$ cat src/sv/fhas_pkg.sv
package fhas_pkg;

  localparam int unsigned SAMPLE_W = 16;
  localparam int unsigned COEF_W   = 18;
  localparam int unsigned OUT_W    = 18;
  localparam int unsigned NCOEF    = 7;
  localparam int unsigned APB_DW   = 32;
  localparam int unsigned APB_AW   = 5;
  localparam int unsigned REG_IDX_W = 3;

  localparam logic [REG_IDX_W-1:0] REG_CENTER_GAIN = 3'd0;
  localparam logic [REG_IDX_W-1:0] REG_COEF_FIRST  = 3'd1;

  localparam logic signed [COEF_W-1:0] CENTER_GAIN_RST = 18'sd65536;

  typedef logic signed [SAMPLE_W-1:0] sample_t;
  typedef logic signed [COEF_W-1:0]   coef_t;
  typedef logic signed [OUT_W-1:0]    out_t;

  typedef struct packed {
    logic load;
    logic mul;
    logic acc;
    logic acc_real;
    logic publish;
  } ctrl_cmd_t;

endpackage

$ cat src/sv/fhas_in_if.sv
interface fhas_in_if;
  logic              valid;
  logic              ready;
  fhas_pkg::sample_t sample_in;

  modport source (output valid, output sample_in, input ready);
  modport sink (input valid, input sample_in, output ready);
endinterface

$ cat src/sv/fhas_out_if.sv
interface fhas_out_if;
  logic           valid;
  logic           ready;
  fhas_pkg::out_t real_out;
  fhas_pkg::out_t imag_out;

  modport source (output valid, output real_out, output imag_out, input ready);
  modport sink (input valid, input real_out, input imag_out, output ready);
endinterface

$ cat src/sv/fhas_regs.sv
module fhas_regs (
  input  logic                          clk_i,
  input  logic                          rst_ni,
  input  logic                          psel,
  input  logic                          penable,
  input  logic                          pwrite,
  input  logic [fhas_pkg::APB_AW-1:0]   paddr,
  input  logic [fhas_pkg::APB_DW-1:0]   pwdata,
  output logic [fhas_pkg::APB_DW-1:0]   prdata,
  output logic                          pready,
  output fhas_pkg::coef_t               center_gain_o,
  output fhas_pkg::coef_t               coef_o [fhas_pkg::NCOEF]
);

  fhas_pkg::coef_t                   center_gain_q;
  fhas_pkg::coef_t                   coef_q [fhas_pkg::NCOEF];
  logic [fhas_pkg::REG_IDX_W-1:0]    idx;
  logic [fhas_pkg::REG_IDX_W-1:0]    coef_idx;
  logic                              wr_en;
  fhas_pkg::coef_t                   rd_val;

  assign idx      = paddr[fhas_pkg::APB_AW-1:2];
  assign coef_idx = idx - fhas_pkg::REG_COEF_FIRST;
  assign wr_en    = psel && penable && pwrite;
  assign pready   = 1'b1;

  always_ff @(posedge clk_i or negedge rst_ni) begin
    if (!rst_ni) begin
      center_gain_q <= fhas_pkg::CENTER_GAIN_RST;
      for (int i = 0; i < fhas_pkg::NCOEF; i++) begin
        coef_q[i] <= '0;
      end
    end else if (wr_en) begin
      if (idx == fhas_pkg::REG_CENTER_GAIN) begin
        center_gain_q <= pwdata[fhas_pkg::COEF_W-1:0];
      end else begin
        coef_q[coef_idx] <= pwdata[fhas_pkg::COEF_W-1:0];
      end
    end
  end

  always_comb begin
    if (idx == fhas_pkg::REG_CENTER_GAIN) begin
      rd_val = center_gain_q;
    end else begin
      rd_val = coef_q[coef_idx];
    end
  end

  assign prdata = {{(fhas_pkg::APB_DW - fhas_pkg::COEF_W){rd_val[fhas_pkg::COEF_W-1]}}, rd_val};

  assign center_gain_o = center_gain_q;
  assign coef_o        = coef_q;

endmodule

$ cat src/sv/fhas_ctrl.sv
module fhas_ctrl #(
  parameter int unsigned NSTEP = 8
) (
  input  logic                  clk_i,
  input  logic                  rst_ni,
  input  logic                  in_valid_i,
  output logic                  in_ready_o,
  output logic                  out_valid_o,
  input  logic                  out_ready_i,
  output fhas_pkg::ctrl_cmd_t   cmd_o
);

  localparam int unsigned CNT_W = $clog2(NSTEP);
  localparam logic [CNT_W-1:0] CNT_LAST = CNT_W'(NSTEP - 1);

  localparam logic [1:0] S_IDLE = 2'd0;
  localparam logic [1:0] S_MUL  = 2'd1;
  localparam logic [1:0] S_ACC  = 2'd2;
  localparam logic [1:0] S_OUT  = 2'd3;

  logic [1:0]       state_q, state_d;
  logic [CNT_W-1:0] cnt_q, cnt_d;
  logic             acc_q, acc_real_q;
  logic             out_valid_q, out_valid_d;
  logic             out_free;
  logic             accept;

  assign out_free = !out_valid_q || out_ready_i;
  assign accept   = in_valid_i && (state_q == S_IDLE);

  always_comb begin
    state_d = state_q;
    cnt_d   = cnt_q;
    cmd_o   = '0;
    cmd_o.acc      = acc_q;
    cmd_o.acc_real = acc_real_q;
    unique case (state_q)
      S_IDLE: begin
        if (in_valid_i) begin
          cmd_o.load = 1'b1;
          cnt_d      = '0;
          state_d    = S_MUL;
        end
      end
      S_MUL: begin
        cmd_o.mul = 1'b1;
        if (cnt_q == CNT_LAST) begin
          state_d = S_ACC;
        end else begin
          cnt_d = cnt_q + 1'b1;
        end
      end
      S_ACC: begin
        state_d = S_OUT;
      end
      S_OUT: begin
        if (out_free) begin
          cmd_o.publish = 1'b1;
          state_d       = S_IDLE;
        end
      end
      default: begin
        state_d = S_IDLE;
      end
    endcase
  end

  always_comb begin
    out_valid_d = out_valid_q;
    if (cmd_o.publish) begin
      out_valid_d = 1'b1;
    end else if (out_ready_i) begin
      out_valid_d = 1'b0;
    end
  end

  always_ff @(posedge clk_i or negedge rst_ni) begin
    if (!rst_ni) begin
      state_q     <= S_IDLE;
      cnt_q       <= '0;
      acc_q       <= 1'b0;
      acc_real_q  <= 1'b0;
      out_valid_q <= 1'b0;
    end else begin
      state_q     <= state_d;
      cnt_q       <= cnt_d;
      acc_q       <= cmd_o.mul;
      acc_real_q  <= cmd_o.mul && (cnt_q == '0);
      out_valid_q <= out_valid_d;
    end
  end

  assign in_ready_o  = (state_q == S_IDLE);
  assign out_valid_o = out_valid_q;

  a_publish_free: assert property (@(posedge clk_i) disable iff (!rst_ni)
    cmd_o.publish |-> out_free)
    else $error("result written over a pending item");

  a_accept_starts: assert property (@(posedge clk_i) disable iff (!rst_ni)
    accept |=> (state_q == S_MUL) && (cnt_q == '0))
    else $error("accepted item did not start the sweep");

  a_mul_then_acc: assert property (@(posedge clk_i) disable iff (!rst_ni)
    cmd_o.mul |=> cmd_o.acc)
    else $error("product not accumulated");

  a_real_first: assert property (@(posedge clk_i) disable iff (!rst_ni)
    cmd_o.acc_real |-> $past(cmd_o.mul) && $past(state_q) == S_MUL && $past(cnt_q) == '0)
    else $error("real product out of order");

  a_cnt_bound: assert property (@(posedge clk_i) disable iff (!rst_ni)
    (state_q == S_MUL) |-> (cnt_q <= CNT_LAST))
    else $error("step counter overran");

endmodule

$ cat src/sv/fhas_dp.sv
module fhas_dp #(
  parameter int unsigned TAPS  = 31,
  parameter int unsigned NSTEP = 8
) (
  input  logic                  clk_i,
  input  logic                  rst_ni,
  input  fhas_pkg::ctrl_cmd_t   cmd_i,
  input  fhas_pkg::sample_t     sample_i,
  input  fhas_pkg::coef_t       center_gain_i,
  input  fhas_pkg::coef_t       coef_i [fhas_pkg::NCOEF],
  output fhas_pkg::out_t        real_o,
  output fhas_pkg::out_t        imag_o
);

  localparam int unsigned HALF   = (TAPS - 1) / 2;
  localparam int unsigned OPND_W = fhas_pkg::SAMPLE_W + 1;
  localparam int unsigned PROD_W = fhas_pkg::COEF_W + OPND_W;
  localparam int unsigned RND_W  = PROD_W - 16;
  localparam int unsigned ACC_W  = RND_W + 3;

  typedef struct packed {
    logic signed [fhas_pkg::COEF_W-1:0] coef;
    logic signed [OPND_W-1:0]           opnd;
  } work_t;

  fhas_pkg::sample_t        line_q [TAPS];
  work_t                    work_q [NSTEP];
  logic signed [PROD_W-1:0] prod_q;
  logic signed [PROD_W-1:0] rnd_full;
  logic signed [RND_W-1:0]  rnd;
  logic signed [RND_W-1:0]  real_acc_q;
  logic signed [ACC_W-1:0]  imag_acc_q;
  fhas_pkg::out_t           real_out_q;
  fhas_pkg::out_t           imag_out_q;

  function automatic fhas_pkg::out_t sat_out(input logic signed [ACC_W-1:0] v);
    logic signed [ACC_W-1:0] hi;
    logic signed [ACC_W-1:0] lo;
    hi = ACC_W'(131071);
    lo = -ACC_W'(131072);
    if (v > hi) begin
      sat_out = 18'sh1FFFF;
    end else if (v < lo) begin
      sat_out = 18'sh20000;
    end else begin
      sat_out = v[fhas_pkg::OUT_W-1:0];
    end
  endfunction

  always_ff @(posedge clk_i or negedge rst_ni) begin
    if (!rst_ni) begin
      for (int i = 0; i < TAPS; i++) begin
        line_q[i] <= '0;
      end
    end else if (cmd_i.load) begin
      for (int i = 0; i < TAPS - 1; i++) begin
        line_q[i] <= line_q[i+1];
      end
      line_q[TAPS-1] <= sample_i;
    end
  end

  always_ff @(posedge clk_i) begin
    if (cmd_i.load) begin
      work_q[0].coef <= center_gain_i;
      work_q[0].opnd <= {line_q[HALF][fhas_pkg::SAMPLE_W-1], line_q[HALF]};
      for (int k = 1; k < NSTEP; k++) begin
        work_q[k].coef <= coef_i[k-1];
        work_q[k].opnd <=
          {line_q[HALF-(2*k-1)][fhas_pkg::SAMPLE_W-1], line_q[HALF-(2*k-1)]} -
          {line_q[HALF+(2*k-1)][fhas_pkg::SAMPLE_W-1], line_q[HALF+(2*k-1)]};
      end
    end else if (cmd_i.mul) begin
      for (int k = 0; k < NSTEP - 1; k++) begin
        work_q[k] <= work_q[k+1];
      end
    end
  end

  always_ff @(posedge clk_i) begin
    if (cmd_i.mul) begin
      prod_q <= work_q[0].coef * work_q[0].opnd;
    end
  end

  // half-up rounding then floor shift
  assign rnd_full = prod_q + PROD_W'(32768);
  assign rnd      = rnd_full[PROD_W-1:16];

  always_ff @(posedge clk_i) begin
    if (cmd_i.load) begin
      imag_acc_q <= '0;
    end else if (cmd_i.acc) begin
      if (cmd_i.acc_real) begin
        real_acc_q <= rnd;
      end else begin
        imag_acc_q <= imag_acc_q + {{(ACC_W - RND_W){rnd[RND_W-1]}}, rnd};
      end
    end
  end

  always_ff @(posedge clk_i) begin
    if (cmd_i.publish) begin
      real_out_q <= sat_out({{(ACC_W - RND_W){real_acc_q[RND_W-1]}}, real_acc_q});
      imag_out_q <= sat_out(imag_acc_q);
    end
  end

  assign real_o = real_out_q;
  assign imag_o = imag_out_q;

endmodule

$ cat src/sv/fir_hilbert_analytic_signal.sv
// FIR Hilbert transformer giving an analytic signal from a real sample stream.
// in_i takes one signed 16-bit sample per item; out_o gives one item with the
// real part (centre tap times center_gain) and the imaginary part (odd-distance
// antisymmetric sum), both rounded half-up and saturated to 18 bits.
// Coefficients are written over the APB port at byte address 4*index.
// The accepting cycle loads the delay line and the operands. The shared
// 18x17 multiplier then forms one product per step (centre tap plus each
// used distance), the last product is accumulated and the output register
// is written. The next item is accepted in the cycle after the result is
// written, so a new sample is not taken while the multiplier sweep runs.
// The result sits in an output register; new items are taken while it waits.
// If the receiver stalls, a finished sum waits until the register is free.
// Reset clears the delay line, sets center_gain to 1.0 and the other
// coefficients to zero, and empties the output register.
module fir_hilbert_analytic_signal #(
  parameter int unsigned TAPS = 31
) (
  input  logic                          clk_i,
  input  logic                          rst_ni,
  fhas_in_if.sink                       in_i,
  fhas_out_if.source                    out_o,
  input  logic                          psel,
  input  logic                          penable,
  input  logic                          pwrite,
  input  logic [fhas_pkg::APB_AW-1:0]   paddr,
  input  logic [fhas_pkg::APB_DW-1:0]   pwdata,
  output logic [fhas_pkg::APB_DW-1:0]   prdata,
  output logic                          pready
);

  localparam int unsigned NUSED = ((TAPS - 1) / 4 > fhas_pkg::NCOEF) ?
                                  fhas_pkg::NCOEF : (TAPS - 1) / 4;
  localparam int unsigned NSTEP = NUSED + 1;

  fhas_pkg::coef_t     center_gain;
  fhas_pkg::coef_t     coef [fhas_pkg::NCOEF];
  fhas_pkg::ctrl_cmd_t cmd;

  fhas_regs u_regs (
    .clk_i         (clk_i),
    .rst_ni        (rst_ni),
    .psel          (psel),
    .penable       (penable),
    .pwrite        (pwrite),
    .paddr         (paddr),
    .pwdata        (pwdata),
    .prdata        (prdata),
    .pready        (pready),
    .center_gain_o (center_gain),
    .coef_o        (coef)
  );

  fhas_ctrl #(
    .NSTEP (NSTEP)
  ) u_ctrl (
    .clk_i       (clk_i),
    .rst_ni      (rst_ni),
    .in_valid_i  (in_i.valid),
    .in_ready_o  (in_i.ready),
    .out_valid_o (out_o.valid),
    .out_ready_i (out_o.ready),
    .cmd_o       (cmd)
  );

  fhas_dp #(
    .TAPS  (TAPS),
    .NSTEP (NSTEP)
  ) u_dp (
    .clk_i         (clk_i),
    .rst_ni        (rst_ni),
    .cmd_i         (cmd),
    .sample_i      (in_i.sample_in),
    .center_gain_i (center_gain),
    .coef_i        (coef),
    .real_o        (out_o.real_out),
    .imag_o        (out_o.imag_out)
  );

endmodule

$ cat src/flat_wrapper.sv
// flat-port wrapper written by rule: the top's interface ports become plain ports
module fir_hilbert_analytic_signal_flat 
#(
  parameter int unsigned TAPS = 31
)
  (clk_i, rst_ni, psel, penable, pwrite, paddr, pwdata, prdata, pready, in_i_valid, in_i_sample_in, in_i_ready, out_o_valid, out_o_real_out, out_o_imag_out, out_o_ready);
  fhas_in_if in_i_i ();
  fhas_out_if out_o_i ();
  input  logic clk_i;
  input  logic rst_ni;
  input  logic psel;
  input  logic penable;
  input  logic pwrite;
  input  logic [fhas_pkg::APB_AW-1:0] paddr;
  input  logic [fhas_pkg::APB_DW-1:0] pwdata;
  output logic [fhas_pkg::APB_DW-1:0] prdata;
  output logic pready;
  input wire logic [$bits(in_i_i.valid)-1:0] in_i_valid;
  input wire logic [$bits(in_i_i.sample_in)-1:0] in_i_sample_in;
  output wire logic [$bits(in_i_i.ready)-1:0] in_i_ready;
  output wire logic [$bits(out_o_i.valid)-1:0] out_o_valid;
  output wire logic [$bits(out_o_i.real_out)-1:0] out_o_real_out;
  output wire logic [$bits(out_o_i.imag_out)-1:0] out_o_imag_out;
  input wire logic [$bits(out_o_i.ready)-1:0] out_o_ready;
  assign in_i_i.valid = in_i_valid;
  assign in_i_i.sample_in = in_i_sample_in;
  assign in_i_ready = in_i_i.ready;
  assign out_o_valid = out_o_i.valid;
  assign out_o_real_out = out_o_i.real_out;
  assign out_o_imag_out = out_o_i.imag_out;
  assign out_o_i.ready = out_o_ready;
  fir_hilbert_analytic_signal #(.TAPS(TAPS)) u_core (.clk_i(clk_i), .rst_ni(rst_ni), .in_i(in_i_i), .out_o(out_o_i), .psel(psel), .penable(penable), .pwrite(pwrite), .paddr(paddr), .pwdata(pwdata), .prdata(prdata), .pready(pready));
endmodule
$ cat config.mk
export PLATFORM = sky130hd
export DESIGN_NAME = fir_hilbert_analytic_signal_flat
export DESIGN_NICKNAME = d
export VERILOG_FILES = /design/src/sv/fhas_pkg.sv /design/src/sv/fhas_in_if.sv /design/src/sv/fhas_out_if.sv /design/src/sv/fhas_regs.sv /design/src/sv/fhas_ctrl.sv /design/src/sv/fhas_dp.sv /design/src/sv/fir_hilbert_analytic_signal.sv /design/src/flat_wrapper.sv
export SDC_FILE = /design/constraint.sdc
export NUM_CORES = 2
export LEC_CHECK = 0
export BUFFER_PORTS_ARGS = -buffer_cell sky130_fd_sc_hd__buf_2
export CAP_MARGIN = 20
export CORE_ASPECT_RATIO = 0.7
export CORE_MARGIN = 2
export CORE_UTILIZATION = 55
export DETAILED_ROUTE_END_ITERATION = 6
export PLACE_DENSITY = 0.72
export SKIP_LAST_GASP = 1
export SYNTH_ARGS = -nofsm -noshare
export SYNTH_HDL_FRONTEND = slang
export SYNTH_SLANG_ARGS = --single-unit
$ cat constraint.sdc
create_clock -name clk_i -period 9.6 [get_ports clk_i]
set_input_delay 0.48 -clock clk_i [delete_from_list [all_inputs] [get_ports clk_i]]
set_output_delay 0.48 -clock clk_i [all_outputs]
set_load 0.005 [all_outputs]
* Word-level counts from Yosys, hierarchy flattened *
Memories as Yosys holds them, arrays and structs flattened.
Index checks and enable logic that the tools add are counted.

word-level totals
  latch bits = 0
  memories kept = 1
  output and inout port bits = 71
  ROM bits = 0
  word-level logic and storage cells = 137
  register bits = 728
  bits in writable memories = 280
  bits of input ports = 60

memory list
  name                depth  bits a word  read ports  clocked after Yosys merged registers in  write ports  RTL line       text
  u_core.u_dp.work_q  8      35           8           0                                        8            fhas_dp.sv:27  work_t work_q [NSTEP];

cells by class
  bitwise logic cells = 11
  multiply operators = 1
  equal/unequal tests = 8
  shift-type cells = 0
  $lt $le $gt $ge = 6
  multiplexer cells = 35
  div/mod/pow operators = 0
  $add $sub $neg = 11
  reductions and logical operators = 17

operators by type and width
  cell                                                   count
  two-way mux 35 bit                                     7
  bitwise mux 126 bit                                    1
  subtractor 16 x 16 -> 17 bit                           7
  two-way mux 18 bit                                     6
  binary-select mux 18 bit (select 3 bit)                1
  demux 18 bit (select 3 bit)                            1
  adder 35 x 17 -> 35 bit (second input constant)        1
  multiplier 18 x 17 -> 35 bit                           1
  adder 22 bit                                           1
  > comparator 22 x 18 -> 1 bit (second input constant)  1
  < comparator 22 x 18 -> 1 bit (second input constant)  1
  > comparator 19 x 18 -> 1 bit (second input constant)  1
  < comparator 19 x 18 -> 1 bit (second input constant)  1
  two-way mux 1 bit                                      12
  AND reduction 3 bit                                    3
  inequality test 2 bit (second input constant)          4
  case mux 2 bit (4 select lines)                        1
  OR 1 bit                                               7
  zero test 3 bit                                        2
  two-way mux 2 bit                                      3
  two-way mux 3 bit                                      2
  case mux 3 bit (2 select lines)                        1
  AND reduction 2 bit                                    3
  equality test 2 bit (second input constant)            2
  13 further kinds                                       19

* Depth between registers and ports, before layout *
  word-level depth = 7
  depth in mapped cells = 23
  mapped depth without buffers = 22

* Hierarchy *
From an unflattened synthesis, not the netlist that was laid out.

second synthesis, totals
  cells, all modules = 4848
  area, all modules = 55758.5 um2

by module, submodules not included
  module     times used  cells an instance  area each (um2)  seq. area each (um2)
  fhas_dp    1           4338               48430.2          22711.8
  fhas_regs  1           461                6819.0           3604.7
  fhas_ctrl  1           49                 509.2            200.2

* Least setup slack after synthesis *
Ideal clock, no wire load.

  path kind = register to register
  start = reg u_core.u_ctrl.state_q[0]
  end = mem u_core.u_dp.work_q[0][0] (netlist name), enable pin
  clock period less this slack = 7.552 ns
  data required time = 7.723 ns
  setup slack = 2.048 ns
  setup time = 1.877 ns
  buffers on the path = 3
  arrival time = 5.674 ns
  cell stages (with the launch flop) = 8
  cell sequence = dfrtp_1 inv_1 ha_1 nand2_1 clkbuf_1 clkbuf_1 clkbuf_1 nand2_1

RTL lines
  item                    RTL line         text
  start, declared         fhas_ctrl.sv:21  logic [1:0] state_q, state_d;
  start signal, assigned  fhas_ctrl.sv:85  state_q <= state_d;
  end, declared           fhas_dp.sv:27

==> metrics <==
# Max-Cap Violations=0; number of global-route vias before repair=38500; number of H-tree levels=3; largest net degree at the start of global routing=173; worst-path fanout max=18; worst skew pair latency=700 ps; post-synthesis sequential area ratio=47.1%; share of cells above drive strength 1=11.1%; Setup Skew=51.0 ps; clock buffer depth=3; Hold Startpoint=pwdata[0]; Final Hold Violating Endpoints=0; 1st-iter DRT viols=3102; gp weighted congestion=0.881; Post-Syn Area=0.0563 mm²; dpl hpwl=80300 µm; TritonCTS clock tree=built; Met3 Wirelength=7180 µm; drt total wl=121000 µm; Compound-Gate Fraction of Synth Area=8.25%; Port Buffers=113; met1 wire length=58300 µm; Die Span X=386 µm; Yosys cell types=86; root buffer cell=clkbuf_16; Avg Vias per Cell=5.51; Core ar.=0.102 mm²; total number of vias=38200; floorplan row count=98; fmax=148 MHz; DR top layer=met5; starting density of the core=55.3%; Most used DFF post-synth=dfrtp_1; Synth Area in Adders=16.3%; Crit. Startpoint=u_core.u_dp.work_q[0][2]; routed wl met2=53100 µm; failing checks=DRC; number of synthesis warnings=0; Crit. End Element=flip-flop; worst r2r src=u_core.u_dp.work_q[0][2]; Sink Count=993; Synth Instances=5490; main combinational cell family by area after synthesis=adder cells; Final nets=6101; area grow syn2layout=9.40%; Tmin final=6760 ps; die height=272 µm; post-synthesis async set-or-reset flop share=62.0%; EDFF count, synth=355; total CTS buffers=97; setup repair bufs after CTS=0; die area=0.105 mm²; Worst Tran Pin Value=1050 ps; top-count cell post-synth=nand2_1; Final TNS setup=0 ps; slew margin rel.=29.9%; DRT Pass-1 Iters=7; Top Ports=131; multiplexer area fraction after synthesis=5.58%; clock slew at reported path FFs=70 ps; Startpoint Class=flip-flop; Synth Net Count=6094; first-pass GRT wire length=202000 µm; top cell type by total area after synthesis=dfrtp_1; unrepaired setup endpoints after global routing=false; WL/cell=17.4 µm; Area contributors post-synth=dfrtp_1 (27%), edfxtp_1 (19%), fa_1 (11%); top cells by count, synth=nand2_1 (1333), dfrtp_1 (615), inv_1 (475); Crit Path Class=flip-flop to flip-flop; initial antenna violation count=4; Post-DRT Antenna Nets=0; required time worst endpoint=10030 ps; Critical Path AT=7190 ps; flop2flop setup slack=2840 ps; Avg Cell Area, Syn=10.3 µm²; DRC viols=5; xor/xnor share of the synthesized area=1.87%; Synth Register Bits=993; GRT Total Usage=23.4%; period utilization=70.4%; Synth Area in Simple Gates=15.7%; outcome=complete, but fails checks; GRT overflow=0; min-delay worst type=input pin to flip-flop; antenna cells=0; final setup fails=0; fin. max-slew vios=0; Synth top area share=27.3%
-- metrics by stage --
stage / instances / cell area [µm²] / hold slack, ps / util (%) / worst slack (ps)
floorplan: 5490 / 56300 / 184 / - / 2050
global placement: 6729 / 57900 / 443 / 56.9 / 2970
detailed placement: 6730 / 58000 / 452 / 56.9 / 2790
CTS: 6928 / 61600 / 73.4 / 60.5 / 2800
global route: 6929 / 61600 / 110 / 60.5 / 2450
finish: 6929 / 61600 / 120 / 60.5 / 2840
-- cells by family (layout without fill, tap and decap cells) --
group | count (synthesis) | after routing
buf+inv | 751 | 840
flops | 993 | 993
fa+ha+maj | 544 | 544
compound gates | 778 | 778
mux | 279 | 279
simple gates | 2024 | 2024
other cells | 1 | 1
xor+xnor | 120 | 120
-- final timing paths --
check                                                       to  cells after the start
worst max-delay path                    u_core.u_dp.prod_q[34]                     16
worst min-delay path            u_core.u_regs.center_gain_o[0]                      2
worst max register to register          u_core.u_dp.prod_q[34]                     16
worst min register to register         u_core.u_dp.line_q[355]                      2
max in group asynchronous            u_core.u_regs.coef_o[115]                      4
min in group asynchronous               u_core.u_dp.line_q[76]                      2
-- sequential cells by signal (all words and copies together), names as in the netlist --
| register | cells |
|---|---|
| u_core.u_ctrl.acc_q | 1 |
| u_core.u_ctrl.acc_real_q | 1 |
| u_core.u_ctrl.cnt_q | 3 |
| u_core.u_ctrl.out_valid_o | 1 |
| u_core.u_ctrl.state_q | 2 |
| u_core.u_dp.imag_acc_q | 22 |
| u_core.u_dp.imag_o | 18 |
| u_core.u_dp.line_q | 464 |
| u_core.u_dp.prod_q | 20 |
| u_core.u_dp.real_acc_q | 19 |
| u_core.u_dp.real_o | 18 |
| u_core.u_dp.work_q | 280 |
| u_core.u_regs.center_gain_o | 18 |
| u_core.u_regs.coef_o | 126 |
-- worst max-delay path, stage by stage (launching register included) --
cell       delay (ps)
edfxtp_1          840
nand2_1           210
inv_1             170
fa_1              540
fa_1              980
fa_1              550
fa_1              560
fa_1              430
fa_1              440
ha_1              360
a21o_1            200
a21oi_1           190
o21ai_0           120
a21oi_1           220
o211ai_2          170
a2111oi_1         430
nor3b_2           100
-- cells in the final DEF (no fill, tap or decap), types with 21 or more instances in the layout --
| cell | n |
|---|---|
| and3_1 | 46 |
| nand2b_1 | 26 |
| a21oi_1 | 112 |
| and2_1 | 163 |
| mux2_2 | 250 |
| buf_4 | 50 |
| or3_1 | 21 |
| clkbuf_8 | 22 |
| edfxtp_1 | 355 |
| o21a_1 | 37 |
| buf_2 | 112 |
| xor2_1 | 44 |
| nand2_1 | 1331 |
| a21o_1 | 27 |
| a211oi_1 | 22 |
| ha_1 | 224 |
| inv_1 | 475 |
| mux2i_1 | 26 |
| nand3_1 | 146 |
| dfrtp_1 | 615 |
| o31ai_1 | 28 |
| nor2_1 | 133 |
| fa_1 | 318 |
| nor3_1 | 47 |
| clkbuf_16 | 97 |
| xnor2_1 | 74 |
| nor3b_1 | 23 |
| dfxtp_1 | 22 |
| o21ai_0 | 415 |
-- per-layer routing --
metal  vias up  GRT usage (%)
met3       160           3.69
met5         -              0
met2       998           35.6
li1      18200              -
met1     18800           35.7
met4         2           4.91
-- timing repair --
item,4_1_cts,5_1_grt
hold endpoints to repair,132,0
resized for setup,0,0
hold buffers,17,0
-- area by class of cell --
class	count	area (µm²)
sequential	993	26500
fill	8243	40200
tap	1350	1690
timing repair buffer	183	1170
inverter	476	1790
clock buffer	139	2810
clock inverter	42	664
multi-input combinational	3746	27000
Power is not shown: default switching activity piles up to over one toggle a cycle in this logic, so the estimate is an artifact.
